$ cat src/rtl/core/adpr_pkg.sv
// adpr_pkg: shared types and default constants for the antialiased disc renderer.
// No dependencies; imported by every module of the block.
package adpr_pkg;

    // Default sizes, handed to the top level parameters
    localparam int COORD_BITS_DEF = 12;
    localparam int FRAC_BITS_DEF  = 8;
    localparam int LEVEL_BITS_DEF = 16;

    // Reset values of the frame size registers, in whole pixels
    localparam int FRAME_COLS_RST = 640;
    localparam int FRAME_ROWS_RST = 480;

    typedef enum logic [1:0] {
        REG_INTERIOR = 2'd0,
        REG_RING     = 2'd1,
        REG_EXTERIOR = 2'd2
    } t_region;

    // Per-stage control that travels with the data
    typedef struct packed {
        logic    valid;
        t_region region;
    } t_tag;

endpackage

$ cat src/rtl/core/adpr_blend.sv
// adpr_blend: ring position, weight products and blend numerator stages.
// Depends on adpr_pkg.
module adpr_blend import adpr_pkg::*; #(
    parameter int COORD_BITS = COORD_BITS_DEF,
    parameter int FRAC_BITS  = FRAC_BITS_DEF,
    parameter int LEVEL_BITS = LEVEL_BITS_DEF,
    localparam int FIX = COORD_BITS + FRAC_BITS,
    localparam int QB  = FIX + 2,
    localparam int TW  = FIX + 1,
    localparam int NB  = FIX + LEVEL_BITS + 2
) (
    input  logic                  i_clk,
    input  logic                  i_rst_n,
    input  logic                  i_en,
    input  t_tag                  i_tag,
    input  logic [QB-1:0]         i_root,
    input  logic [FIX-1:0]        i_radius,
    input  logic [FIX-1:0]        i_width,
    input  logic [LEVEL_BITS-1:0] i_inner,
    input  logic [LEVEL_BITS-1:0] i_outer,
    output t_tag                  o_tag,
    output logic [NB-1:0]         o_num
);

    t_tag                    r_tag0, r_tag1, r_tag2;
    logic [TW-1:0]           r_t;
    logic [TW+LEVEL_BITS-1:0] r_pa, r_pb;
    logic [NB-1:0]           r_num;

    logic [TW-1:0]          span;
    logic signed [FIX+3:0]  diff;
    logic [TW-1:0]          n_t;

    assign span = {i_width, 1'b0};

    // t = 2d - (2r - s), clamped to the ring span
    always_comb begin
        diff = $signed({2'b00, i_root}) + $signed({4'b0000, i_width})
             - $signed({3'b000, i_radius, 1'b0});
        if (diff < 0) begin
            n_t = '0;
        end else if (diff > $signed({3'b000, span})) begin
            n_t = span;
        end else begin
            n_t = diff[TW-1:0];
        end
    end

    always_ff @(posedge i_clk) begin
        if (!i_rst_n) begin
            r_tag0 <= '0;
            r_tag1 <= '0;
            r_tag2 <= '0;
        end else if (i_en) begin
            r_tag0 <= i_tag;
            r_tag1 <= r_tag0;
            r_tag2 <= r_tag1;
        end
    end

    always_ff @(posedge i_clk) begin
        if (i_en) begin
            r_t   <= n_t;
            r_pa  <= (span - r_t) * i_inner;
            r_pb  <= r_t * i_outer;
            r_num <= NB'(r_pa) + NB'(r_pb) + NB'(i_width);
        end
    end

    assign o_tag = r_tag2;
    assign o_num = r_num;

endmodule

$ cat config.mk
export PLATFORM = sky130hd
export DESIGN_NAME = adpr_blend
export DESIGN_NICKNAME = d
export VERILOG_FILES = /design/src/rtl/core/adpr_pkg.sv /design/src/rtl/core/adpr_blend.sv
export SDC_FILE = /design/constraint.sdc
export NUM_CORES = 2
export LEC_CHECK = 0
export BUFFER_PORTS_ARGS = -buffer_cell sky130_fd_sc_hd__buf_2
export CAP_MARGIN = 30
export CORE_UTILIZATION = 44
export CTS_BUF_LIST = sky130_fd_sc_hd__clkbuf_2
export DETAILED_ROUTE_END_ITERATION = 12
export GPL_TIMING_DRIVEN = 0
export PLACE_DENSITY = 0.58
export SLEW_MARGIN = 20
export SYNTH_ARGS = -nofsm -noshare
export SYNTH_HDL_FRONTEND = slang
export SYNTH_SLANG_ARGS = --single-unit
export TNS_END_PERCENT = 30
$ cat constraint.sdc
create_clock -name i_clk -period 12.79 [get_ports i_clk]
set_input_delay 0.6395 -clock i_clk [delete_from_list [all_inputs] [get_ports i_clk]]
set_output_delay 0.6395 -clock i_clk [all_outputs]
set_load 0.02 [all_outputs]
=== Word-level counts from Yosys, hierarchy flattened ===
Cells that the tools add are included.

* Muxes and demuxes: 1
* Multipliers: 2
* Shift operators: 0
* Reduce and logical (&&, ||, !) cells: 1
* Order comparisons: 2
* Add/subtract/negate cells: 5
* Divide/modulo/power cells: 0
* Equal/unequal tests: 0
* Bitwise logic cells: 0

{| class="wikitable"
|+ Operator list
! kind !! number
|-
| $add 37x37->38 || 1
|-
| $add 38x20->38 || 1
|-
| $mul 21x16->37 || 1
|-
| $mul 22x17->37 || 1
|-
| $gt 24x22->1 || 1
|-
| $lt 24x1->1 const B || 1
|-
| $sub 23x21->24 || 1
|-
| $add 22x20->23 || 1
|-
| $sub 21x21->22 || 1
|-
| $mux 21 || 1
|-
| $reduce_or 2->1 || 1
|}

* Bits in read-only memories: 0
* Bits in registers: 142
* Logic and storage cells: 22
* RAM bits: 0
* Bits in latches: 0
* Memories kept: 0
* Output and inout port bits: 41
* Input bits: 100

=== Longest topological paths before layout ===
* Depth in word-level cells: 4
* Gate-level depth with buffers: 35
* Mapped depth without buffers: 32

=== Worst setup path before layout ===
No wires, ideal clock.

* Path kind: register -> register
* From: register r_t[1]
* To: register r_pa[34] (data pin)
* Cell stages (with the launch flop): 33
* Library setup time: 0.258 ns
* Required time: 12.532 ns
* Arrival time: 8.099 ns
* Buffers on the path: 2
* Path slack: 4.433 ns
* Period minus slack after synthesis: 8.357 ns
* Cells stage by stage: edfxtp_1 clkbuf_1 inv_1 ha_1 nor2b_1 o2111a_1 a211oi_2 o21ai_1 a221o_1 a21o_1 a21oi_1 xnor2_1 clkbuf_1 nand2_1 fa_1 fa_1 fa_1 inv_1 fa_1 fa_1 inv_1 fa_1 inv_1 ha_1 a21o_1 a211o_1 a21o_1 a31o_2 a311o_1 a31oi_1 o21ai_1 a21oi_1 xnor2_1

* Longest elaborated chain between the ends: 2

{| class="wikitable"
|+ RTL lines
! element !! line !! text
|-
| start: declaration || adpr_blend.sv:26 || <nowiki>logic [TW-1:0] r_t;</nowiki>
|-
| start signal: assignment || adpr_blend.sv:63 || <nowiki>r_t <= n_t;</nowiki>
|-
| $sub 21x21->22 || adpr_blend.sv:64 || <nowiki>r_pa <= (span - r_t) * i_inner;</nowiki>
|-
| $mul 22x17->37 || adpr_blend.sv:64 ||
|-
| end signal: assignment || adpr_blend.sv:64 ||
|-
| end: declaration || adpr_blend.sv:27 || <nowiki>logic [TW+LEVEL_BITS-1:0] r_pa, r_pb;</nowiki>
|}

No other way between the ends.
A chain may end at the register's enable or synchronous reset.

=== Final worst setup path ===
* From: register r_t[3]
* To: register r_pa[35] (data pin)

The elaborated chain is that of the path after synthesis.

==> parameters.txt <==
Parameter                              Value

Place
  Count of buffers inserted at the top-level ports    140
  Hpwl dp    79,700 µm
  Final RePlAce weighted congestion    0.924

Synth
  Number of enable flip-flop cells after synthesis    around 130
  Synth Area in XOR/XNOR    3.66%
  Top cells by area, synth    sky130_fd_sc_hd__fa_1, sky130_fd_sc_hd__edfxtp_1, sky130_fd_sc_hd__ha_1
  Syn_area_per_cell    9.34 µm²
  Portion of synthesized cell area occupied by the leading cell type    38.1%
  Compound-Gate Fraction of Synth Area    7.88%
  Synth async-reset ratio    0%
  Synth warn    0
  Flop and latch count out of synthesis    142
  Synthesized Nets    4,673
  Number of unique standard cell types used by synthesis    81
  Synth Area in Simple Gates    14.7%
  Portion of netlist area occupied by mux cells    0.831%
  Synth Instances    3,612
  Library cell occupying the most area in the post-synthesis netlist    sky130_fd_sc_hd__fa_1
  Most used DFF post-synth    sky130_fd_sc_hd__edfxtp_1
  Main combinational cell family by area after synthesis    adder cells
  Synthesized cell area    roughly 34,000 µm²
  Share of synthesized cell area in full adder, half adder and majority cells    49.9%
  Sequential element share of the synthesized area    12.4%

GRT
  Fraction of met1 tracks used by global routing    34.4%
  Met3 usage    under 10%
  Total gr overflow    0
  Pin count of the biggest net entering global routing    70
  Antenna violations before repair    5
  Most used routing layer in global routing    met2
  Total routing resource utilization after global routing    between 20% and 30%
  Global Route met2 Usage    between 40% and 50%
  First-pass GRT wire length    ~150,000 µm
  Number of global-route vias before repair    26,500

Detailed routing
  Detailed Route WL    94,600 µm
  Via count    24,800
  Average routed wire per standard cell    19.5 µm
  DRC viols    0
  Violation count after the first detailed-routing iteration    1,434
  Detailed-router iteration count before antenna repair    7
  Antenna violation net count after detailed routing    0
  Vias per cell    about 5.1

Finish
  Share of post-route cells with drive strength above 1    5.67%
  Fillers    7,411
  Commonest cells after routing, fill and taps aside    sky130_fd_sc_hd__inv_1, sky130_fd_sc_hd__fa_1, sky130_fd_sc_hd__nand2_1, sky130_fd_sc_hd__ha_1, sky130_fd_sc_hd__and2_1
  Most common library cell in the layout ignoring fill and taps    sky130_fd_sc_hd__inv_1
  Net total in the final layout    4,860
  Final core occ    47.8%
  P&R area growth vs syn    7.57%

Clocking
  CTS sink cnt    142
  Clock transition at the registers of the reported paths    330 ps
  Insertion delay of the later-clocked pin in the worst-skew pair    about 1000 ps
  TritonCTS clock tree    yes
  Clock Root Buffer    sky130_fd_sc_hd__clkbuf_2
  Number of clock buffers inserted by TritonCTS    17
  Maximum root-to-sink buffer count    2
  H-tree lvl count    4

STA
  Summed negative setup slack over all endpoints    0 ps
  Worst-Margin Slew    1050 ps
  Final period util    82.8%
  Final critical delay including setup and external delays    10,590 ps
  Setup skew after layout    87.6 ps
  Final Hold Viols    0
  Unrepaired setup endpoints after global routing    false
  Final Max Tran Viols    0
  Worst slew margin relative to its limit    29.2%
  Maximum achievable frequency    94.4 MHz
  Final setup violating endpoints    0

Outcome
  Outcome    completed

Floorplan
  Starting utilization of the core area    44.4%
  I/O pins    141
  Die height    279 µm
  Die width    279 µm
  Core area    75,900 µm²
  Number of rows created at floorplan    101
  Total Die Area    77,800 µm²

Worst setup path
  Sum of buffers and inverters on the critical path    6
  Path type of the worst setup path    reg2reg
  Crit path capture type    register
  Cell repeated most along the worst path    sky130_fd_sc_hd__fa_1
  Worst-path maximum fanout    10
  Endpoint arrival time on the critical path    11,320 ps
  Cell type group with the largest total delay on the critical path    adder cells
  Data required time at the worst endpoint    13,520 ps
  Slowest stage delay, CP    a little over 800 ps
  Crit path max-delay cell type    sky130_fd_sc_hd__xor2_1
  Startpoint class of the critical path    register

Hold path
  Min-delay worst type    in2reg

Run
  Max-capacitance violation count    0
[sequential cells by signal, indices dropped and copies added (netlist names)]
signal	cells
r_pa	37
r_pb	37
r_tag0	3
o_tag	3
r_tag1	3
o_num	38
r_t	21
[metal layers]
layer  share of wire [%]  wire, µm  vias up
li1                    -         -    11500
met1                  43     41000    12500
met2                  48     45200      710
met3                 5.8      5450      140
met4                 3.1      2970        0
met5                   0         0        -
[synth_stat cells (all sizes together), types with 6 or more instances]
library cell	instances
o31ai	9
mux2i	28
dfxtp	9
a21oi	103
nor3b	12
nand2	468
ha	319
o2111ai	6
nand3b	14
o21a	25
and3	17
nor3	27
or3	10
a31oi	14
fa	642
nand3	24
nand2b	22
nand4	9
o21ai	58
or2	7
o211ai	10
nor2b	40
a21o	75
a221oi	6
a211oi	16
xor2	32
xnor2	108
clkbuf	116
a21boi	8
edfxtp	133
and2	272
buf	7
nor2	68
inv	823
o21bai	13
[kinds of logic after synthesis]
kind of cell | after synthesis
XOR/XNOR | 140
multiplexers | 28
buffers and inverters | 946
AO/OA/AOI/OAI | 389
adder cells (fa/ha/maj) | 961
AND/OR/NAND/NOR | 1006
flip-flops | 142
[timing repair]
item                                    in CTS  in global routing
hold endpoints to repair                    58                  0
buffers inserted                             0                  0
resized for setup                            0                  0
endpoints found under the setup margin       0                  0
hold buffers                                24                  0
[worst register-to-register path: cells and delay by family, from the launching register on]
kind	cells	cell delay, ps
flops	1	740
buf+inv	6	1470
compound gates	7	2120
simple gates	5	1040
fa+ha+maj	8	3920
xor+xnor	2	1010
[final cells by class]
type / instances / area (µm²) / area share (%)
antenna: 2 / 5.00 / 0.0138
buffer: 123 / 492 / 1.35
clock buffer: 17 / 85.1 / 0.234
clock inverter: 15 / 165 / 0.455
inverter: 823 / 3090 / 8.51
multi-input combinational: 2524 / 26000 / 71.6
sequential: 142 / 4170 / 11.5
tap: 1030 / 1290 / 3.55
timing repair buffer: 168 / 1000 / 2.76
[stage by stage]
stage | setup WS, ps | std cells | area [µm²] | hold WS [ps]
floorplan | 4430 | 3612 | 33700 | 482
global placement | 2380 | 4782 | 35700 | 496
detailed placement | 2470 | 4784 | 35800 | 496
CTS | 2330 | 4840 | 36300 | 1.72
global route | 1810 | 4844 | 36300 | 37.1
finish | 2200 | 4844 | 36300 | 93.3
[worst paths after layout]
check | from | endpoint | slack [ps] | cells past startpoint
worst max register to register | r_t[3] | r_pa[35] | 2200 | 28
worst min register to register | o_tag[2] | o_tag[2] | 540 | 2
worst max-delay path | r_t[3] | r_pa[35] | 2200 | 28
worst min-delay path | i_width[9] | r_t[10] | 90 | 3
Power is left out: the tool's default activity adds up to more than one toggle a clock period on the data nets, which glitch-free logic cannot reach.
