### src/rtl/core/adpr_pkg.sv
// adpr_pkg: shared types and default constants for the antialiased disc renderer.
// No dependencies; imported by every module of the block.
package adpr_pkg;

    // Default sizes, handed to the top level parameters
    localparam int COORD_BITS_DEF = 12;
    localparam int FRAC_BITS_DEF  = 8;
    localparam int LEVEL_BITS_DEF = 16;

    // Reset values of the frame size registers, in whole pixels
    localparam int FRAME_COLS_RST = 640;
    localparam int FRAME_ROWS_RST = 480;

    typedef enum logic [1:0] {
        REG_INTERIOR = 2'd0,
        REG_RING     = 2'd1,
        REG_EXTERIOR = 2'd2
    } t_region;

    // Per-stage control that travels with the data
    typedef struct packed {
        logic    valid;
        t_region region;
    } t_tag;

endpackage

### src/rtl/core/adpr_sqrt.sv
// adpr_sqrt: pipelined integer square root, one root bit per stage.
// Depends on adpr_pkg.
module adpr_sqrt import adpr_pkg::*; #(
    parameter int COORD_BITS = COORD_BITS_DEF,
    parameter int FRAC_BITS  = FRAC_BITS_DEF,
    localparam int FIX = COORD_BITS + FRAC_BITS,
    localparam int D2W = 2 * FIX + 3,
    localparam int QB  = FIX + 2,
    localparam int RW  = 2 * QB,
    localparam int RB  = QB + 2
) (
    input  logic           i_clk,
    input  logic           i_rst_n,
    input  logic           i_en,
    input  t_tag           i_tag,
    input  logic [D2W-1:0] i_d2x4,
    output t_tag           o_tag,
    output logic [QB-1:0]  o_root
);

    logic [RB-1:0] r_rem  [QB];
    logic [QB-1:0] r_root [QB];
    logic [RW-1:0] r_rad  [QB];
    t_tag          r_tag  [QB];

    logic [RB-1:0] n_rem  [QB];
    logic [QB-1:0] n_root [QB];
    logic [RW-1:0] n_rad  [QB];
    t_tag          n_tag  [QB];

    always_comb begin
        logic [RB-1:0] rem_in;
        logic [QB-1:0] root_in;
        logic [RW-1:0] rad_in;
        t_tag          tag_in;
        logic [RB+1:0] rem_sh;
        logic [RB+1:0] trial;
        for (int k = 0; k < QB; k++) begin
            if (k == 0) begin
                rem_in  = '0;
                root_in = '0;
                rad_in  = RW'(i_d2x4);
                tag_in  = i_tag;
            end else begin
                rem_in  = r_rem[k-1];
                root_in = r_root[k-1];
                rad_in  = r_rad[k-1];
                tag_in  = r_tag[k-1];
            end
            rem_sh = {rem_in, rad_in[RW-1 -: 2]};
            trial  = {RB'(root_in), 2'b01};
            if (rem_sh >= trial) begin
                n_rem[k]  = RB'(rem_sh - trial);
                n_root[k] = {root_in[QB-2:0], 1'b1};
            end else begin
                n_rem[k]  = rem_sh[RB-1:0];
                n_root[k] = {root_in[QB-2:0], 1'b0};
            end
            n_rad[k] = rad_in << 2;
            n_tag[k] = tag_in;
        end
    end

    always_ff @(posedge i_clk) begin
        if (!i_rst_n) begin
            for (int k = 0; k < QB; k++) begin
                r_tag[k] <= '0;
            end
        end else if (i_en) begin
            for (int k = 0; k < QB; k++) begin
                r_tag[k] <= n_tag[k];
            end
        end
    end

    always_ff @(posedge i_clk) begin
        if (i_en) begin
            for (int k = 0; k < QB; k++) begin
                r_rem[k]  <= n_rem[k];
                r_root[k] <= n_root[k];
                r_rad[k]  <= n_rad[k];
            end
        end
    end

    assign o_tag  = r_tag[QB-1];
    assign o_root = r_root[QB-1];

endmodule

### config.mk
export PLATFORM = sky130hd
export DESIGN_NAME = adpr_sqrt
export DESIGN_NICKNAME = d
export VERILOG_FILES = /design/src/rtl/core/adpr_pkg.sv /design/src/rtl/core/adpr_sqrt.sv
export SDC_FILE = /design/constraint.sdc
export NUM_CORES = 2
export LEC_CHECK = 0
export BUFFER_PORTS_ARGS = -buffer_cell sky130_fd_sc_hd__buf_2
export CORE_UTILIZATION = 50
export CTS_BUF_LIST = sky130_fd_sc_hd__clkbuf_2
export DETAILED_ROUTE_END_ITERATION = 10
export PLACE_DENSITY = 0.66
export SETUP_SLACK_MARGIN = 0.1
export SLEW_MARGIN = 20
export SYNTH_ARGS = -nofsm -noshare
export SYNTH_HDL_FRONTEND = slang
export SYNTH_SLANG_ARGS = --single-unit
export TNS_END_PERCENT = 50
### constraint.sdc
create_clock -name i_clk -period 7.5 [get_ports i_clk]
set_input_delay 0 -clock i_clk [delete_from_list [all_inputs] [get_ports i_clk]]
set_output_delay 0 -clock i_clk [all_outputs]
set_load 0.01 [all_outputs]
Word-level counts from Yosys, hierarchy flattened
Memories as Yosys holds them, arrays and structs flattened.
Cells that the tools add are included.

storage, ports and cells
  memories kept = 4
  logic and storage cells = 141
  register bits after elaboration = 0
  output and inout port bits = 25
  bits in writable memories = 2002
  bits of input ports = 49

cells by class
  $lt $le $gt $ge = 22
  add/subtract/negate cells = 22
  bitwise operators = 22
  multiplexer cells = 71

memories
  name    depth  width  read ports  clocked after memory_dff  wr ports  RTL line         text
  r_rad   22     42     21          0                         22        adpr_sqrt.sv:23  logic [RW-1:0] r_rad [QB];
  r_rem   22     24     21          0                         22        adpr_sqrt.sv:21  logic [RB-1:0] r_rem [QB];
  r_root  22     22     22          0                         22        adpr_sqrt.sv:22  logic [QB-1:0] r_root [QB];
  r_tag   22     3      22          0                         22        adpr_sqrt.sv:24  t_tag r_tag [QB];

operator list
  kind                   count
  $ge A26 B24 Y1         21
  $mux W24               22
  $sub A24 B24 Y24       21
  $mux W3                22
  $mux W1                27
  $or A1 B1 Y1           22
  $sub A1 B1 Y2 const B  1
  $ge A1 B1 Y1 const B   1

Depth between registers and ports, before layout
  word-level depth = 4
  mapped depth = 12
  gate-level depth less buffers = 11

Worst setup path before layout
No wires, ideal clock.

  path kind = reg2reg
  start point = mem r_rem[1][144] (netlist bit)
  end point = mem r_rem[1][177] (netlist bit), data pin
  setup slack = 4.417 ns
  stages on the path, launching flop included = 12
  library setup time = 0.256 ns
  data arrival time = 2.827 ns
  data required time = 7.244 ns
  clock period less this slack = 3.083 ns
  cell sequence = edfxtp_1 ha_1 nor2b_1 o31ai_1 a21oi_1 o41ai_1 o21a_1 o211a_1 clkbuf_1 clkbuf_1 inv_1 a31o_2

RTL lines
  item                RTL line
  start: declaration  adpr_sqrt.sv:21

==> impl_metrics.json <==
{
  "status": "finished, final reports clean",
  "fin_crit_sh_pct": 53.6,
  "worst_slew_pin_slew_ns": 1.03,
  "core_sq_um": 113000,
  "hold_viol_final": 0,
  "slowest_stage": "o211a_1",
  "cts_tree": "yes",
  "power.density_nw_per_um2": 255,
  "drtIter0Drc": 1908,
  "fin_skew_ns": 0.167,
  "hold_path_startpoint": "i_d2x4[32]",
  "ctsRootBufferMaster": "clkbuf_2",
  "ys.flop_type": "edfxtp_1",
  "final_max_slew_viol_count": 0,
  "synth_top_area_cell": "edfxtp_1",
  "synth_seq_cells": 1248,
  "max_freq_mhz": 249,
  "p_comb_share_pct": 16.9,
  "drc_errors": 0,
  "slew_headroom_pct": 31.3,
  "critPathRequiredTime_ns": 8.63,
  "p_switching_w": 0.00458,
  "p_int_w": 0.0116,
  "grt_overflow": 0,
  "leakagePower_nw": 25.1,
  "htreeDepth": 5,
  "p_clk_share_pct": 27.0,
  "syn_avg_cell_area_sq_um": 13.2,
  "initial_core_util_pct": 50.5,
  "fp.dieH_um": 340,
  "syn_nets": 4625,
  "synthDistinctLibCells": 81,
  "vias": 34200,
  "drv_cap": 0,
  "dp_hpwl_mm": 64.6,
  "reg2reg_to": "r_rem[1][189]",
  "dr.pass1.iters": 8,
  "ys.warnings.count": 0,
  "critPathMaxFanout": 37,
  "holdPathStages": 4,
  "netlist_instances": 4302,
  "antenna_found_initial": 1,
  "grt_max_degree": 186,
  "yosysSeqAreaShare_pct": 65.8,
  "clkSlewWorstSetupHoldPaths_ns": 0.09,
  "ff2ff_setup_slack_ns": 3.48,
  "setup_viol": 0,
  "grt_usage_pct": 17.4,
  "cts_sinks": 1248,
  "numCtsBuffers": 336,
  "hold_end": "r_rad[0][32]",
  "rsz0062_at_grt": "no",
  "portBuffers": 73,
  "fin_tns_setup_ns": 0,
  "period_needed_ns": 4.02,
  "drt-total-wl_mm": 101,
  "final_net_count": 5120,
  "crit_path_end_kind": "flop",
  "clock_latency_ns": 1.49,
  "swShare_pct": 28.3,
  "arrival_ns": 5.15,
  "rows": 123,
  "max_stage_delay_ns": 0.85,
  "synth_edf_count": 1248,
  "critPathKind": "reg -> reg",
  "r2r-start": "r_rem[1][144]",
  "die_w_um": 340,
  "hold_class": "in -> reg",
  "antenna_left": 0,
  "via_per_inst": 5.26,
  "grt_pass1_vias": 33900,
  "synth_area_leaders": "edfxtp_1 66%, ha_1 6.0%, xor2_1 2.9%",
  "io-pin-count": 74,
  "wl_per_cell_um": 15.5,
  "path_cells": "ha_1 > nor2b_1 > o31ai_1 > a21oi_1 > o41ai_1 > o21a_1 > o211a_1 > nor4bb_1 > xor2_1",
  "area_growth_pct": 11.3,
  "synth_top_area_share_pct": 65.8,
  "cp-start-kind": "flop",
  "design_power_total_w": 0.0162,
  "reg2regPathDepth": 9,
  "drive_gt1_share_pct": 13.3,
  "seq_power_share_pct": 56.1,
  "grt_first_pass_wirelength_mm": 163,
  "cts_buffer_depth": 4,
  "place.gp.congestion": 0.925,
  "dieArea_sq_um": 115000,
  "syn-cell-area_sq_um": 57000,
  "peakVddDrop_mv": 0.151,
  "async_reset_ff_share_pct": 0
}
[critical path, delay by kind of cell (launching register included)]
kind	cells	cell delay, ns
and+or+nand+nor	2	0.35
AOI/OAI and AO/OA	5	2.42
adders and majority gates	1	0.36
DFF	1	0.41
xor gates and xnor gates	1	0.18
[power groups by stage]
stage	registers, W	logic [W]	clock network, W
after floorplan	0.00905	0.00202	0
after global placement	0.00920	0.00261	0
after detailed placement	0.00921	0.00265	0
after CTS	0.00906	0.00273	0.00462
after global routing	0.00915	0.00306	0.00498
final	0.00907	0.00273	0.00437
[state kept, by name, summed over array words and instances (netlist names)]
name / flops
r_rem: 467
r_rad: 462
r_root: 253
r_tag: 66
[layout by cell type, fill, tap and decap left out, types with 57 or more instances in the layout]
cell type / instances
clkbuf_2: 469
inv_1: 339
nand3_1: 66
nor3_1: 117
ha_1: 274
a21o_1: 67
o21ai_0: 235
nor2_1: 236
dlygate4sd3_1: 145
xnor2_1: 169
buf_2: 72
xor2_1: 188
nand2b_1: 59
edfxtp_1: 1248
clkinv_1: 57
nand2_1: 291
and3_1: 81
a21oi_1: 215
o21a_1: 59
nor4_1: 62
[final cells by class]
class	instances	area (sq um)
multi-input cells	2629	17900
flip-flops and latches	1248	37500
clock buffers	469	2350
inverters	340	1280
repair buffers	242	2090
well taps	1500	1880
clock inverters	75	380
diodes	2	5.00
fillers	9337	49400
[worst max-delay path by stage]
stage / end / slack [ns] / from
3_3_place_gp: r_rem[1][47] / 3.62 / r_rem[1][12]
3_5_place_dp: r_rem[1][189] / 3.63 / r_rem[1][144]
5_1_grt: r_rem[1][189] / 3.29 / r_root[1][132]
2_1_floorplan: r_rem[1][177] / 4.42 / r_rem[1][144]
6_report: r_rem[1][189] / 3.48 / r_rem[1][144]
4_1_cts: r_rem[1][189] / 3.56 / r_rem[1][144]
[what timing repair did]
action,4_1_cts,5_1_grt
endpoints found under the hold margin,1354,0
hold buffers,147,0
gates resized for setup,0,0
buffers inserted,0,0
setup endpoints to repair,0,0
[logic make-up after synthesis]
group	count (synthesis)	share of synthesized area, %
adders and majority gates	274	6.02
muxes	44	0.841
xor gates and xnor gates	357	5.49
other	1	0.00658
AOI/OAI and AO/OA	814	8.96
buffers and inverters	425	2.84
and+or+nand+nor	1139	10.1
DFF	1248	65.8
[synth_stat cells, types with 10 or more instances]
| master | n |
|---|---|
| nor2b_1 | 39 |
| nand4_1 | 35 |
| or2_2 | 22 |
| nand2b_1 | 60 |
| o21ai_0 | 235 |
| nand3_1 | 66 |
| o31ai_1 | 33 |
| o21ai_1 | 11 |
| or3_1 | 39 |
| clkbuf_1 | 71 |
| o211ai_1 | 22 |
| o21a_1 | 59 |
| ha_1 | 274 |
| nand2_1 | 291 |
| a21o_1 | 67 |
| xnor2_1 | 169 |
| o211a_1 | 10 |
| or4_1 | 17 |
| nor2_1 | 236 |
| nor3b_1 | 12 |
| a211oi_1 | 29 |
| a31oi_1 | 12 |
| nor3_1 | 119 |
| a21oi_1 | 216 |
| o21bai_1 | 19 |
| xor2_1 | 188 |
| mux2i_1 | 13 |
| o2111ai_1 | 10 |
| and2_1 | 16 |
| nor4_1 | 62 |
| mux2_2 | 31 |
| a2111oi_0 | 12 |
| inv_1 | 339 |
| and3_1 | 81 |
| edfxtp_1 | 1248 |
| o31a_1 | 11 |
[through the flow]
| stage | setup WS [ns] | util (%) | instances | cell area, sq um | hold slack, ns |
|---|---|---|---|---|---|
| CTS | 3.56 | 56.2 | 6503 | 63400 | 0.000923 |
| finish | 3.48 | 56.2 | 6505 | 63400 | 0.291 |
| global route | 3.29 | 56.2 | 6505 | 63400 | 0.122 |
| detailed placement | 3.63 | 52.4 | 5812 | 59200 | 0.178 |
| global placement | 3.62 | 52.4 | 5812 | 59200 | 0.177 |
| floorplan | 4.42 | - | 4302 | 57000 | 0.0989 |
[metal layers]
layer	part of all wire, %	GRT usage, %
met1	44	21.5
met2	49	29.0
met3	4.7	3.80
met4	2.9	8.27
met5	0	0
(Power assumes the default switching activity.)
