<file path="config.mk">
export PLATFORM = sky130hd
export DESIGN_NAME = adpr_div
export DESIGN_NICKNAME = d
export VERILOG_FILES = /design/src/rtl/core/adpr_pkg.sv /design/src/rtl/core/adpr_div.sv
export SDC_FILE = /design/constraint.sdc
export NUM_CORES = 2
export LEC_CHECK = 0
export CORE_AREA = 2 2 361 363
export CTS_BUF_LIST = sky130_fd_sc_hd__clkbuf_2 sky130_fd_sc_hd__clkbuf_4 sky130_fd_sc_hd__clkbuf_8
export DETAILED_ROUTE_END_ITERATION = 16
export DIE_AREA = 0 0 363 365
export DONT_BUFFER_PORTS = 1
export MAX_ROUTING_LAYER = met4
export SETUP_SLACK_MARGIN = 0.15
export SLEW_MARGIN = 20
export SYNTH_ARGS = -nofsm -noshare
export SYNTH_HDL_FRONTEND = slang
export SYNTH_SLANG_ARGS = --single-unit
</file>
<file path="constraint.sdc">
create_clock -name i_clk -period 4 [get_ports i_clk]
set_clock_uncertainty 0.05 [all_clocks]
set_input_delay 0.6 -clock i_clk [delete_from_list [all_inputs] [get_ports i_clk]]
set_output_delay 0.6 -clock i_clk [all_outputs]
set_load 0.02 [all_outputs]
</file>
<file path="src/rtl/core/adpr_pkg.sv">
// adpr_pkg: shared types and default constants for the antialiased disc renderer.
// No dependencies; imported by every module of the block.
package adpr_pkg;

    // Default sizes, handed to the top level parameters
    localparam int COORD_BITS_DEF = 12;
    localparam int FRAC_BITS_DEF  = 8;
    localparam int LEVEL_BITS_DEF = 16;

    // Reset values of the frame size registers, in whole pixels
    localparam int FRAME_COLS_RST = 640;
    localparam int FRAME_ROWS_RST = 480;

    typedef enum logic [1:0] {
        REG_INTERIOR = 2'd0,
        REG_RING     = 2'd1,
        REG_EXTERIOR = 2'd2
    } t_region;

    // Per-stage control that travels with the data
    typedef struct packed {
        logic    valid;
        t_region region;
    } t_tag;

endpackage

</file>
<file path="src/rtl/core/adpr_div.sv">
// adpr_div: pipelined restoring divider, one quotient bit per stage.
// Depends on adpr_pkg.
module adpr_div import adpr_pkg::*; #(
    parameter int COORD_BITS = COORD_BITS_DEF,
    parameter int FRAC_BITS  = FRAC_BITS_DEF,
    parameter int LEVEL_BITS = LEVEL_BITS_DEF,
    localparam int FIX = COORD_BITS + FRAC_BITS,
    localparam int TW  = FIX + 1,
    localparam int NB  = FIX + LEVEL_BITS + 2
) (
    input  logic                  i_clk,
    input  logic                  i_rst_n,
    input  logic                  i_en,
    input  t_tag                  i_tag,
    input  logic [NB-1:0]         i_num,
    input  logic [FIX-1:0]        i_width,
    output t_tag                  o_tag,
    output logic [LEVEL_BITS-1:0] o_quot
);

    logic [NB-1:0]         r_rem  [LEVEL_BITS];
    logic [LEVEL_BITS-1:0] r_quot [LEVEL_BITS];
    t_tag                  r_tag  [LEVEL_BITS];

    logic [NB-1:0]         n_rem  [LEVEL_BITS];
    logic [LEVEL_BITS-1:0] n_quot [LEVEL_BITS];
    t_tag                  n_tag  [LEVEL_BITS];

    logic [TW-1:0] span;
    assign span = {i_width, 1'b0};

    // numerator < span << LEVEL_BITS, so the quotient fits LEVEL_BITS bits
    always_comb begin
        logic [NB-1:0]         rem_in;
        logic [LEVEL_BITS-1:0] quot_in;
        t_tag                  tag_in;
        logic [NB-1:0]         dvs;
        for (int k = 0; k < LEVEL_BITS; k++) begin
            if (k == 0) begin
                rem_in  = i_num;
                quot_in = '0;
                tag_in  = i_tag;
            end else begin
                rem_in  = r_rem[k-1];
                quot_in = r_quot[k-1];
                tag_in  = r_tag[k-1];
            end
            dvs = NB'(span) << (LEVEL_BITS - 1 - k);
            if (rem_in >= dvs) begin
                n_rem[k]  = rem_in - dvs;
                n_quot[k] = {quot_in[LEVEL_BITS-2:0], 1'b1};
            end else begin
                n_rem[k]  = rem_in;
                n_quot[k] = {quot_in[LEVEL_BITS-2:0], 1'b0};
            end
            n_tag[k] = tag_in;
        end
    end

    always_ff @(posedge i_clk) begin
        if (!i_rst_n) begin
            for (int k = 0; k < LEVEL_BITS; k++) begin
                r_tag[k] <= '0;
            end
        end else if (i_en) begin
            for (int k = 0; k < LEVEL_BITS; k++) begin
                r_tag[k] <= n_tag[k];
            end
        end
    end

    always_ff @(posedge i_clk) begin
        if (i_en) begin
            for (int k = 0; k < LEVEL_BITS; k++) begin
                r_rem[k]  <= n_rem[k];
                r_quot[k] <= n_quot[k];
            end
        end
    end

    assign o_tag  = r_tag[LEVEL_BITS-1];
    assign o_quot = r_quot[LEVEL_BITS-1];

endmodule

</file>
Word-level counts from Yosys, hierarchy flattened --
Memories as Yosys holds them, arrays and structs flattened. Index checks and enable logic that the tools add are counted.
Operators by class: equal/unequal tests 0, multipliers 0, shift-type cells 0, $add $sub $neg 16, divide/modulo/power cells 0, reductions and logical operators 0, bitwise gates (word level) 16, mux-type cells 53, $lt $le $gt $ge 16
Operator list (number):
- 2-to-1 mux 38 bit | 16
- 2-to-1 mux 3 bit | 16
- greater-or-equal comparator 38 x 21 -> 1 bit | 1
- greater-or-equal comparator 38 x 22 -> 1 bit | 1
- greater-or-equal comparator 38 x 23 -> 1 bit | 1
- greater-or-equal comparator 38 x 24 -> 1 bit | 1
- greater-or-equal comparator 38 x 25 -> 1 bit | 1
- greater-or-equal comparator 38 x 26 -> 1 bit | 1
- greater-or-equal comparator 38 x 27 -> 1 bit | 1
- greater-or-equal comparator 38 x 28 -> 1 bit | 1
- greater-or-equal comparator 38 x 29 -> 1 bit | 1
- greater-or-equal comparator 38 x 30 -> 1 bit | 1
- greater-or-equal comparator 38 x 31 -> 1 bit | 1
- greater-or-equal comparator 38 x 32 -> 1 bit | 1
- greater-or-equal comparator 38 x 33 -> 1 bit | 1
- greater-or-equal comparator 38 x 34 -> 1 bit | 1
- greater-or-equal comparator 38 x 35 -> 1 bit | 1
- greater-or-equal comparator 38 x 36 -> 1 bit | 1
- subtractor 38 x 21 -> 38 bit | 1
- subtractor 38 x 22 -> 38 bit | 1
- subtractor 38 x 23 -> 38 bit | 1
- subtractor 38 x 24 -> 38 bit | 1
- subtractor 38 x 25 -> 38 bit | 1
- subtractor 38 x 26 -> 38 bit | 1
- 12 further kinds | 47
Storage, ports and cells: memories kept 3, latch bits 0, ROM bits 0, RAM bits 912, flip-flop bits (word level) 0
Memories:
- r_rem | depth 16, bits a word 38, read ports 15, clocked after memory_dff 0, wr ports 16, RTL line adpr_div.sv:21 | logic [NB-1:0] r_rem [LEVEL_BITS];
- r_quot | depth 16, bits a word 16, read ports 16, clocked after memory_dff 0, wr ports 16, RTL line adpr_div.sv:22 | logic [LEVEL_BITS-1:0] r_quot [LEVEL_BITS];
- r_tag | depth 16, bits a word 3, read ports 16, clocked after memory_dff 0, wr ports 16, RTL line adpr_div.sv:23 | t_tag r_tag [LEVEL_BITS];

Depth between registers and ports, before layout --
word-level depth 4, mapped depth 14

Worst setup path before layout --
No wires, ideal clock.
kind input port to flip-flop, start point input port i_width[1], end point memory r_rem[1][100] (netlist bit), data pin, required time 3.680 ns, stages 11, slack 0.270 ns, arrival 3.410 ns, setup time 0.270 ns, cells stage by stage inv_1 -> fa_1 -> nand3_1 -> a21oi_1 -> o41a_1 -> o22a_1 -> a21oi_1 -> o31ai_1 -> clkbuf_1 -> clkbuf_1 -> a21oi_1
RTL lines:
- start, declared | RTL line adpr_div.sv:16 | input logic [FIX-1:0] i_width,
- end, declared | RTL line adpr_div.sv:21

==> results.toml <==
[run_status]
status = "finished clean"

[timing]
period_share = 0.927
slew_viol_final = 0
worstMarginPinSlew_ps = 1000
final-setup-viol-count = 0
worst_slack_ps = 291
timing.hold.ws_ps = 90.2
fmax_mhz = 270
slew_headroom = 0.333
final_hold_viol_count = 0
finalSetupTns_ps = 0
fin_crit_ps = 3710
rsz0062_at_grt = "yes"

[placed_design]
routabilityCongestion = 0.886
placed_cells = 5809
pre_cts_ws_ps = -41.4
portBuffers = 0
hpwlAfterDp_mm = 83.0

[cts]
clk_pin_slew_worst_paths_ps = 50
cts_tree = "done"
cts_root_buffer = "clkbuf_8"
numCtsBuffers = 138
htree_levels = 4
clock_path_buffers = 3
clock-sinks = 754
worstSkewPairLatency_ps = 870

[floorplanning]
rows = 132
initial_core_util = 0.348
die_area_mm2 = 0.132
die_y_um = 365
core_area_mm2 = 0.129
ios = 83
die_x_um = 363

[global_route]
grt_overflow = 0
track_usage = 0.180
antenna_found_initial = 8
grt_pass1_wl_mm = 182
grt_pass1_vias = 32600
grt_max_degree = 242

[critical_path]
crit_start = "i_width[0]"
endpoint = "r_rem[1][71]$_DFFE_PP_"
reg2reg_to = "r_rem[1][171]$_DFFE_PP_"
worstSetupPathType = "in -> reg"
cp_max_fo = 13
worst-endpoint-required_ps = 4530
r2r_setup_slack_ps = 360
cp.arrival_ps = 4240
end_kind = "flop"
worst_r2r_path_depth = 15
startpoint_type = "primary input"
r2r-start = "r_rem[1][118]$_DFFE_PP_"

[min_path]
worstHoldStart = "i_width[1]"
hold_depth = 2
hp-class = "in -> reg"

[logic_synthesis]
syn_area_mm2 = 0.0448
synth_ff_type = "edfxtp_1"
ys_ff_latch = 754
synth_edf_count = 754
synth.area.mux_share = 0.0145
ys_warn_count = 0
syn_avg_cell_area_um2 = 11.0
synth-compound-area-share = 0.154
synth.distinct_cells = 83
synth_top_family_by_area = "compound AO/OA/AOI/OAI gates"
synthCells = 4063
yosysSeqAreaShare = 0.506
synth_fa_ha_area_frac = 0.0961
yosys.area_share.simple = 0.144
synth_xor_area_frac = 0.0669
synth-async-reset-ratio = 0
syn_nets = 4462

[layout]
fillers = 12300
drive_gt1_frac = 0.113
final_cells = 6123
area.growth.synth_to_final_pct = 15.2
nets = 4733

[drt]
wl_per_cell_um = 19.0
num_vias = 32900
via_per_inst = 5.38
wl_mm = 117
drt_iter0_drc = 2249
ant_nets = 0
drtPass1Iterations = 5
drc = 0

[power]
power.leakage_nw = 19.2
cellInternalPower_mw = 21.8
swShare = 0.364
combinationalPowerShare = 0.399
p_clk_frac = 0.223
p_switching_mw = 12.5
seq_power_share = 0.378
ir_drop_v = 0.000342
power.density_mw_per_mm2 = 663

[flow_run]
drv_cap = 0
-- kinds of logic (layout without fill, tap and decap cells) --
kind of cell    after synthesis  in the layout
mux                          58             58
other cells                   0              3
flops                       754            754
fa+ha+maj                   335            335
compound gates             1093           1093
simple gates               1264           1264
xor+xnor                    342            342
buf+inv                     217            599
-- power by group through the flow --
stage          combinational (mW)  clock, mW  sequential, mW
2_1_floorplan                10.2          0            12.4
3_3_place_gp                 13.1          0            13.1
3_5_place_dp                 13.4          0            13.1
4_1_cts                      13.6       7.90            12.9
5_1_grt                      15.3       8.25            13.1
6_report                     13.6       7.64            12.9
-- Yosys cell counts (54+ instances only) --
library cell	number	area (µm²)
inv_1	122	458
xnor2_1	171	1500
nor3_1	86	430
nand2_1	359	1350
a21o_1	101	758
clkbuf_1	73	274
nor2_1	268	1010
nor4_1	66	413
a21oi_1	320	1600
edfxtp_1	754	22600
o21ai_0	272	1360
mux2_2	54	608
nand3_1	63	315
o21a_1	71	533
xor2_1	171	1500
ha_1	320	4000
-- worst max-delay path, cell delays in order --
cell           delay (ps)
dlygate4sd3_1         760
ha_1                  240
inv_1                  60
fa_1                  400
a21o_1                230
a31oi_1               330
o31ai_1               160
a2111oi_1             530
buf_4                 200
or3_1                 120
nand4_1               170
nor4_1                310
xor2_1                120
-- sequential cells by signal, summed over array words and instances, names as in the netlist --
name	flops
r_rem	570
r_tag	48
r_quot	136
-- layer usage --
metal  GRT usage  wire length [µm]  up-vias
met5           -                 0        -
met4      0.0672              3680        0
met3      0.0338              5670      221
met2       0.301             56600      789
met1       0.217             50600    15800
li1            -                 -    16100
-- cells in the final DEF (no fill, tap or decap), drive strengths merged, types with 35 or more instances in the layout --
| master | synthesis | final |
|---|---|---|
| or3 | 36 | 36 |
| o21a | 71 | 71 |
| edfxtp | 754 | 754 |
| clkinv | 0 | 62 |
| and3 | 51 | 51 |
| nor4 | 67 | 67 |
| nand2b | 52 | 52 |
| a21oi | 320 | 320 |
| ha | 320 | 320 |
| buf | 18 | 168 |
| o31ai | 42 | 42 |
| xor2 | 171 | 171 |
| and2 | 36 | 36 |
| clkbuf | 73 | 173 |
| mux2 | 54 | 54 |
| nand3 | 63 | 63 |
| nand4 | 41 | 41 |
| a31oi | 35 | 35 |
| nand2 | 360 | 360 |
| o21ai | 276 | 276 |
| dlygate4sd3 | 0 | 53 |
| inv | 126 | 133 |
| nor2b | 51 | 51 |
| a21o | 101 | 101 |
| nor2 | 269 | 269 |
| nor3 | 88 | 88 |
| xnor2 | 171 | 171 |
-- timing repair --
item | 4_1_cts | 5_1_grt
endpoints found under the setup margin | 0 | 10
setup buffers | 0 | 4
resized for setup | 0 | 4
hold endpoints to repair | 104 | 0
hold buffers | 55 | 0
-- how the worst min path moves through the flow --
stage                                     endpoint
after floorplan           r_quot[0][100]$_DFFE_PP_
after global placement    r_quot[1][127]$_DFFE_PP_
after detailed placement   r_quot[0][17]$_DFFE_PP_
after CTS                  r_rem[1][120]$_DFFE_PP_
after global routing       r_rem[1][120]$_DFFE_PP_
final                      r_rem[1][120]$_DFFE_PP_
-- area by class of cell --
class                   count  area, µm²  share of cell area
well taps                1675       2100              0.0406
clock buffers             173       2170              0.0420
flip-flops and latches    754      22600               0.439
clock inverters            78        668              0.0129
multi-input cells        3092      21300               0.414
diodes                      3       7.51            0.000146
inverters                 126        473             0.00917
repair buffers            222       2190              0.0425
-- per-stage QoR --
stage / cell area (µm²) / util / total power, mW
after floorplan: 44800 / - / 22.7
final: 51600 / 0.401 / 34.2
after detailed placement: 48100 / 0.374 / 26.5
after CTS: 51500 / 0.400 / 34.4
after global routing: 51600 / 0.401 / 36.7
after global placement: 48000 / 0.373 / 26.2
Power figures use the tool's default switching activity.
