`src/rtl/core/adpr_pkg.sv`:
```
// adpr_pkg: shared types and default constants for the antialiased disc renderer.
// No dependencies; imported by every module of the block.
package adpr_pkg;

    // Default sizes, handed to the top level parameters
    localparam int COORD_BITS_DEF = 12;
    localparam int FRAC_BITS_DEF  = 8;
    localparam int LEVEL_BITS_DEF = 16;

    // Reset values of the frame size registers, in whole pixels
    localparam int FRAME_COLS_RST = 640;
    localparam int FRAME_ROWS_RST = 480;

    typedef enum logic [1:0] {
        REG_INTERIOR = 2'd0,
        REG_RING     = 2'd1,
        REG_EXTERIOR = 2'd2
    } t_region;

    // Per-stage control that travels with the data
    typedef struct packed {
        logic    valid;
        t_region region;
    } t_tag;

endpackage

```
`src/rtl/core/adpr_dist.sv`:
```
// adpr_dist: pixel offset, squared distance and region classification stages.
// Depends on adpr_pkg.
module adpr_dist import adpr_pkg::*; #(
    parameter int COORD_BITS = COORD_BITS_DEF,
    parameter int FRAC_BITS  = FRAC_BITS_DEF,
    localparam int FIX = COORD_BITS + FRAC_BITS,
    localparam int D2W = 2 * FIX + 3,
    localparam int SQW = 2 * FIX + 4
) (
    input  logic                  i_clk,
    input  logic                  i_rst_n,
    input  logic                  i_en,
    input  logic                  i_valid,
    input  logic [COORD_BITS-1:0] i_pixel_col,
    input  logic [COORD_BITS-1:0] i_pixel_row,
    input  logic [FIX-1:0]        i_center_col,
    input  logic [FIX-1:0]        i_center_row,
    input  logic [FIX-1:0]        i_radius,
    input  logic [FIX-1:0]        i_width,
    output t_tag                  o_tag,
    output logic [D2W-1:0]        o_d2x4
);

    // ring bounds, refreshed every cycle from the config registers
    logic [FIX+1:0]   r_outer_edge;
    logic [FIX:0]     r_inner_edge;
    logic             r_inner_ok;
    logic [SQW-1:0]   r_outer_sq;
    logic [2*FIX+1:0] r_inner_sq;

    logic                  r_v0, r_v1, r_v2;
    logic [COORD_BITS-1:0] r_px, r_py;
    logic [FIX-1:0]        r_dx, r_dy;
    logic [2*FIX-1:0]      r_sqx, r_sqy;
    t_tag                  r_tag;
    logic [D2W-1:0]        r_d2x4;

    logic [FIX-1:0]   px_fix, py_fix;
    logic [2*FIX:0]   n_sum;
    logic [D2W-1:0]   n_d2x4;
    t_region          n_region;

    always_ff @(posedge i_clk) begin
        r_outer_edge <= {1'b0, i_radius, 1'b0} + (FIX+2)'(i_width);
        r_inner_edge <= {i_radius, 1'b0} - {1'b0, i_width};
        r_inner_ok   <= {i_radius, 1'b0} > {1'b0, i_width};
        r_outer_sq   <= r_outer_edge * r_outer_edge;
        r_inner_sq   <= r_inner_edge * r_inner_edge;
    end

    assign px_fix = FIX'(r_px) << FRAC_BITS;
    assign py_fix = FIX'(r_py) << FRAC_BITS;

    always_comb begin
        n_sum  = {1'b0, r_sqx} + {1'b0, r_sqy};
        n_d2x4 = {n_sum, 2'b00};
        if ({1'b0, n_d2x4} > r_outer_sq) begin
            n_region = REG_EXTERIOR;
        end else if (r_inner_ok && (n_d2x4 < {1'b0, r_inner_sq})) begin
            n_region = REG_INTERIOR;
        end else begin
            n_region = REG_RING;
        end
    end

    always_ff @(posedge i_clk) begin
        if (!i_rst_n) begin
            r_v0  <= 1'b0;
            r_v1  <= 1'b0;
            r_v2  <= 1'b0;
            r_tag <= '0;
        end else if (i_en) begin
            r_v0  <= i_valid;
            r_v1  <= r_v0;
            r_v2  <= r_v1;
            r_tag <= '{valid: r_v2, region: n_region};
        end
    end

    always_ff @(posedge i_clk) begin
        if (i_en) begin
            r_px   <= i_pixel_col;
            r_py   <= i_pixel_row;
            r_dx   <= (px_fix >= i_center_col) ? px_fix - i_center_col : i_center_col - px_fix;
            r_dy   <= (py_fix >= i_center_row) ? py_fix - i_center_row : i_center_row - py_fix;
            r_sqx  <= r_dx * r_dx;
            r_sqy  <= r_dy * r_dy;
            r_d2x4 <= n_d2x4;
        end
    end

    assign o_tag  = r_tag;
    assign o_d2x4 = r_d2x4;

endmodule

```
`config.mk`:
```
export PLATFORM = sky130hd
export DESIGN_NAME = adpr_dist
export DESIGN_NICKNAME = d
export VERILOG_FILES = /design/src/rtl/core/adpr_pkg.sv /design/src/rtl/core/adpr_dist.sv
export SDC_FILE = /design/constraint.sdc
export NUM_CORES = 2
export LEC_CHECK = 0
export BUFFER_PORTS_ARGS = -buffer_cell sky130_fd_sc_hd__buf_2
export CORE_ASPECT_RATIO = 1.25
export CORE_MARGIN = 2
export CORE_UTILIZATION = 65
export CTS_CLUSTER_SIZE = 24
export DETAILED_ROUTE_END_ITERATION = 6
export PLACE_DENSITY = 0.81
export SYNTH_ARGS = -nofsm -noshare
export SYNTH_HDL_FRONTEND = slang
export SYNTH_SLANG_ARGS = --single-unit
```
`constraint.sdc`:
```
create_clock -name i_clk -period 16.45 [get_ports i_clk]
set_input_delay 4.935 -clock i_clk [delete_from_list [all_inputs] [get_ports i_clk]]
set_output_delay 4.935 -clock i_clk [all_outputs]
set_load 0.02 [all_outputs]
```
**Word level (Yosys, flattened, before mapping)**

Index checks and enable logic that the tools add are counted.

- Register bits after elaboration: 321
- Bits in latches: 0
- RAM bits: 0
- ROM bits: 0
- Word-level logic and storage cells: 38
- Memories kept: 0

- Add/sub/neg operators: 7
- Multipliers: 4
- Divide/modulo/power cells: 0
- Magnitude comparators: 5
- Equality and inequality tests: 0
- Shifts and indexed selects: 0
- Multiplexer cells: 4
- Bitwise logic cells: 0
- Reduce and logical (&&, ||, !) cells: 1

Operator list:

| operator | number |
|---|---|
| multiplier 20 x 20 -> 40 bit | 2 |
| subtractor 20 bit | 4 |
| greater-than comparator 43 x 44 -> 1 bit | 1 |
| multiplier 22 x 22 -> 44 bit | 1 |
| < comparator 43 x 42 -> 1 bit | 1 |
| multiplier 21 x 21 -> 42 bit | 1 |
| adder 40 x 40 -> 41 bit | 1 |
| greater-or-equal comparator 20 bit | 2 |
| two-way mux 20 bit | 2 |
| adder 21 x 20 -> 22 bit | 1 |
| greater-than comparator 21 x 20 -> 1 bit | 1 |
| subtractor 21 x 20 -> 21 bit | 1 |
| two-way mux 2 bit | 1 |
| logical AND 1 bit | 1 |
| two-way mux 1 bit | 1 |

**Logic depth before layout (Yosys ltp)**

- Word-level depth: 5
- Mapped depth: 30

**Worst setup path after synthesis**

No wires, ideal clock.

- Path type: input to register
- Start point: input port i_center_col[8]
- End point: register r_dx[1] (data pin)
- Library setup time: 260 ps
- Data arrival time: 7,515 ps
- Required time: 16,190 ps
- Slack: 8,675 ps
- Stages on the path: 12
- Cell sequence: inv_1 > ha_1 > fa_1 > a41o_1 > a21oi_1 > o21bai_1 > or3_1 > a41o_1 > a41o_1 > o22ai_1 > buf_2 > mux2_2

- Longest elaborated chain between the ends: 2

RTL lines:

| item | line | source |
|---|---|---|
| start, declared | adpr_dist.sv:16 | `input logic [FIX-1:0] i_center_col,` |
| greater-or-equal comparator 20 bit | adpr_dist.sv:84 | `r_dx <= (px_fix >= i_center_col) ? px_fix - i_center_col : i_center_col - px_fix;` |
| two-way mux 20 bit | adpr_dist.sv:84 |  |
| end signal, assigned | adpr_dist.sv:84 |  |
| end, declared | adpr_dist.sv:33 | `logic [FIX-1:0] r_dx, r_dy;` |

Every way passes these cells.
A chain may end at the register's enable or synchronous reset.

**Final worst setup path**

- Start point: register r_dx[6]
- End point: register r_sqx[38] (data pin)

- Longest elaborated chain between the ends: 1

RTL lines:

| item | line | source |
|---|---|---|
| multiplier 20 x 20 -> 40 bit | adpr_dist.sv:86 | `r_sqx <= r_dx * r_dx;` |
| end signal, assigned | adpr_dist.sv:86 |  |
| end, declared | adpr_dist.sv:34 | `logic [2*FIX-1:0] r_sqx, r_sqy;` |

Every way passes these cells.

==> results.md <==
- Met1 Resource Use GR: 34.9%
- Met3 Usage GRT: 4.17%
- Root Buffer: clkbuf_16
- Post-synthesis register bit count: 315
- Hold path start: o_tag[1]$_SDFFE_PN0P_
- Yosys warns: 0
- DIE AREA: 0.102 mm^2
- Routed vias/inst: 5.61
- Fin Setup TNS: 0 ns
- Mux share of post-synthesis cell area: 0.307%
- Synth Area in Simple Gates: 10.4%
- Core area: 0.0986 mm^2
- Utilization after layout: 68.8%
- Routed len/inst: 18.0 um
- Insertion delay to the later sink of the worst-skew pair: 0.59 ns
- Worst hold path type: reg2reg
- Routed WL: 147 mm
- WP data arrival: 8.51 ns
- Final Setup Violations: 0
- Max Root-Sink Buffers: 3
- Post-DP Area: 0.0665 mm^2
- Top-Level Pins: 154
- Detailed-route DRC error count: 0
- Share of cells above drive strength 1: 4.75%
- Cts repair resizes: 0
- Vias in the first global route: 51300
- Input/output buffers: 151
- Worst flop-to-flop path endpoint: r_sqx[38]$_DFFE_PP_
- Area Growth Syn to Fin: 5.29%
- CTS tree: built
- Kind of critical path: reg2reg
- Yosys cell types: 82
- Most frequent cells in the layout: 1808 x inv_1, 1218 x fa_1, 815 x ha_1, 555 x nand2_1, 335 x and2_1
- Pin count of the biggest net entering global routing: 73
- RR Startpoint: r_dx[6]$_DFFE_PP_
- Post-Synthesis Cells: 6765
- F_max: 122 MHz
- CP Launch Type: flip-flop
- Cts hold-fix bufs: 0
- Max Cap Viol: 0
- Die Ht: 356 um
- Dpl ws: 7.88 ns
- Clock transition at path regs: 0.08 ns
- Fin Clk Skew: 0.0321 ns
- Synthesized cell area: 0.0645 mm^2
- Vias: 45700
- Final Max Slew Viols: 0
- Post-DP HPWL: 119 mm
- Worst setup margin: 8.26 ns
- FF-to-FF setup slack: 8.26 ns
- Worst slew pin tran: 1.29 ns
- Final worst-path cycle share: 49.8%
- Hold depth: 2
- Final net count: 8953
- Initial antenna violation count: 2
- Effective utilization at floorplan: 65.4%
- Post-synth EDFFs: 183
- H-tree levels: 2
- Largest family of logic cells by synthesized area: adder cells
- Sink Count: 315
- R2R cell count: 25
- Avg Synthesized Cell Area: 9.53 um^2
- Routed Antenna Nets: 0
- Row count: 129
- GRT Total Usage: 30.5%
- Seq/Total Area, Yosys: 12.6%
- GPL Wtd Cong: 0.966
- Hold Path End: o_tag[1]$_SDFFE_PN0P_
- Unrepaired setup endpoints after global routing: false
- GR peak layer: met2
- CTS buffer count: 38
- GR Overflow Total: 0
- Area share of fa/ha/maj cells after synthesis: 53.7%
- Fin crit period: 8.19 ns
- Worst path required time: 16.77 ns
- Asr flop ratio synth: 0%
- Met2 GRT Util: 55.9%
- Crit end category: flip-flop
- Post-CTS setup buffers: 0
- Fin. Hold Viols: 0
- Status: finished clean
- Initial DRC Count: 2456
- Max_slew headroom: 14.2%
- Max FO, Critical Path: 17
- Main flop type after synthesis: edfxtp_1
- Fin area: 0.0679 mm^2
- Die span in x: 286 um
- DRT Pass-1 Iters: 7
- Synth Area in Compound Gates: 7.43%
- First-pass GRT wire length: 247 mm
- Most common cell after layout, fill and taps aside: inv_1
- Xor/xnor share of the synthesized area: 3.91%
## sequential cells by signal, summed over array words and instances (netlist names), 3 cells and up
name	flops
r_sqy	39
o_tag	3
r_inner_sq	41
r_outer_sq	42
r_outer_edge	21
r_dx	20
r_inner_edge	21
r_py	12
r_sqx	39
r_px	12
r_dy	20
o_d2x4	41
## Yosys cell counts (all sizes together), types with 6 or more instances
cell    instances  area, um^2
clkbuf        185         694
inv          1808        6790
nand2         555        2080
xor2           95         832
o21bai         48         364
a21oi         236        1210
o31ai          11        82.6
a31oi          33         213
a211oi         14         105
dfxtp         132        2640
nand4          37         231
buf             9        56.3
ha            815       10200
mux2            6        67.6
and4            7        61.3
or2            20         125
a21boi          7        52.6
mux2i          13         130
nor3b           7        52.6
or3             9        56.3
fa           1218       24400
xnor2         193        1690
a21o          144        1080
nor2b          56         350
and3           18         113
nor4           12        90.1
nor3           42         210
nand3          35         175
o21ai         105         541
a31o           14         123
nand2b         29         181
and2          335        2100
nor2          204         766
o21a           40         300
o211ai         17         138
edfxtp        183        5500
## worst max-delay path by stage
stage                          endpoint  depth (start not counted)              start  slack [ns]
finish              r_sqx[38]$_DFFE_PP_                         25  r_dx[6]$_DFFE_PP_        8.26
global route        r_sqx[38]$_DFFE_PP_                         25  r_dx[6]$_DFFE_PP_        7.88
CTS                 r_sqx[38]$_DFFE_PP_                         25  r_dx[6]$_DFFE_PP_        8.26
detailed placement   r_dx[10]$_DFFE_PP_                         14    i_center_col[8]        7.88
global placement     r_dx[11]$_DFFE_PP_                         14    i_center_col[8]        8.01
floorplan             r_dx[1]$_DFFE_PP_                         12    i_center_col[8]        8.67
## critical path, stage by stage, from the launching register on
cell      delay (ns)
edfxtp_1        0.83
inv_1           0.29
nor2_1          0.34
fa_1            0.51
fa_1            0.55
inv_1           0.05
fa_1            0.50
inv_1           0.06
fa_1            0.56
fa_1            0.44
fa_1            0.49
inv_1           0.05
fa_1            0.50
inv_1           0.04
ha_1            0.36
a21o_1          0.21
a21o_1          0.19
a221oi_1        0.27
o21ai_0         0.13
a21oi_2         0.24
o31ai_1         0.17
o41a_1          0.37
a311o_1         0.33
a21oi_1         0.21
a21oi_1         0.11
xor2_1          0.14
## cells by family after synthesis
kind of cell | count (synthesis)
XOR/XNOR | 288
AO/OA/AOI/OAI | 729
AND/OR/NAND/NOR | 1377
buffers and inverters | 2002
multiplexers | 19
adder cells (fa/ha/maj) | 2034
flip-flops | 315
other | 1
## layout make-up
class | instances | area (um^2)
Antenna cell | 1 | 2.50
Clock buffer | 45 | 1080
Clock inverter | 24 | 294
Timing Repair Buffer | 200 | 1130
Tap cell | 1310 | 1640
Fill cell | 7330 | 30700
Inverter | 1808 | 6790
Sequential cell | 315 | 8140
Multi-Input combinational cell | 4449 | 48800
## metal layers
metal	wire, um	vias to the layer above
met4	7950	2
met5	12	-
met1	52800	23000
li1	-	20700
met2	76900	1514
met3	9390	519
## per-stage QoR
step / std cells / hold WS [ns]
detailed placement: 8082 / 0.504
global placement: 8082 / 0.497
finish: 8152 / 0.521
floorplan: 6766 / 0.329
global route: 8151 / 0.561
CTS: 8151 / 0.514
Power is not shown: default switching activity piles up to over one toggle a cycle in this logic, so the estimate is an artifact.
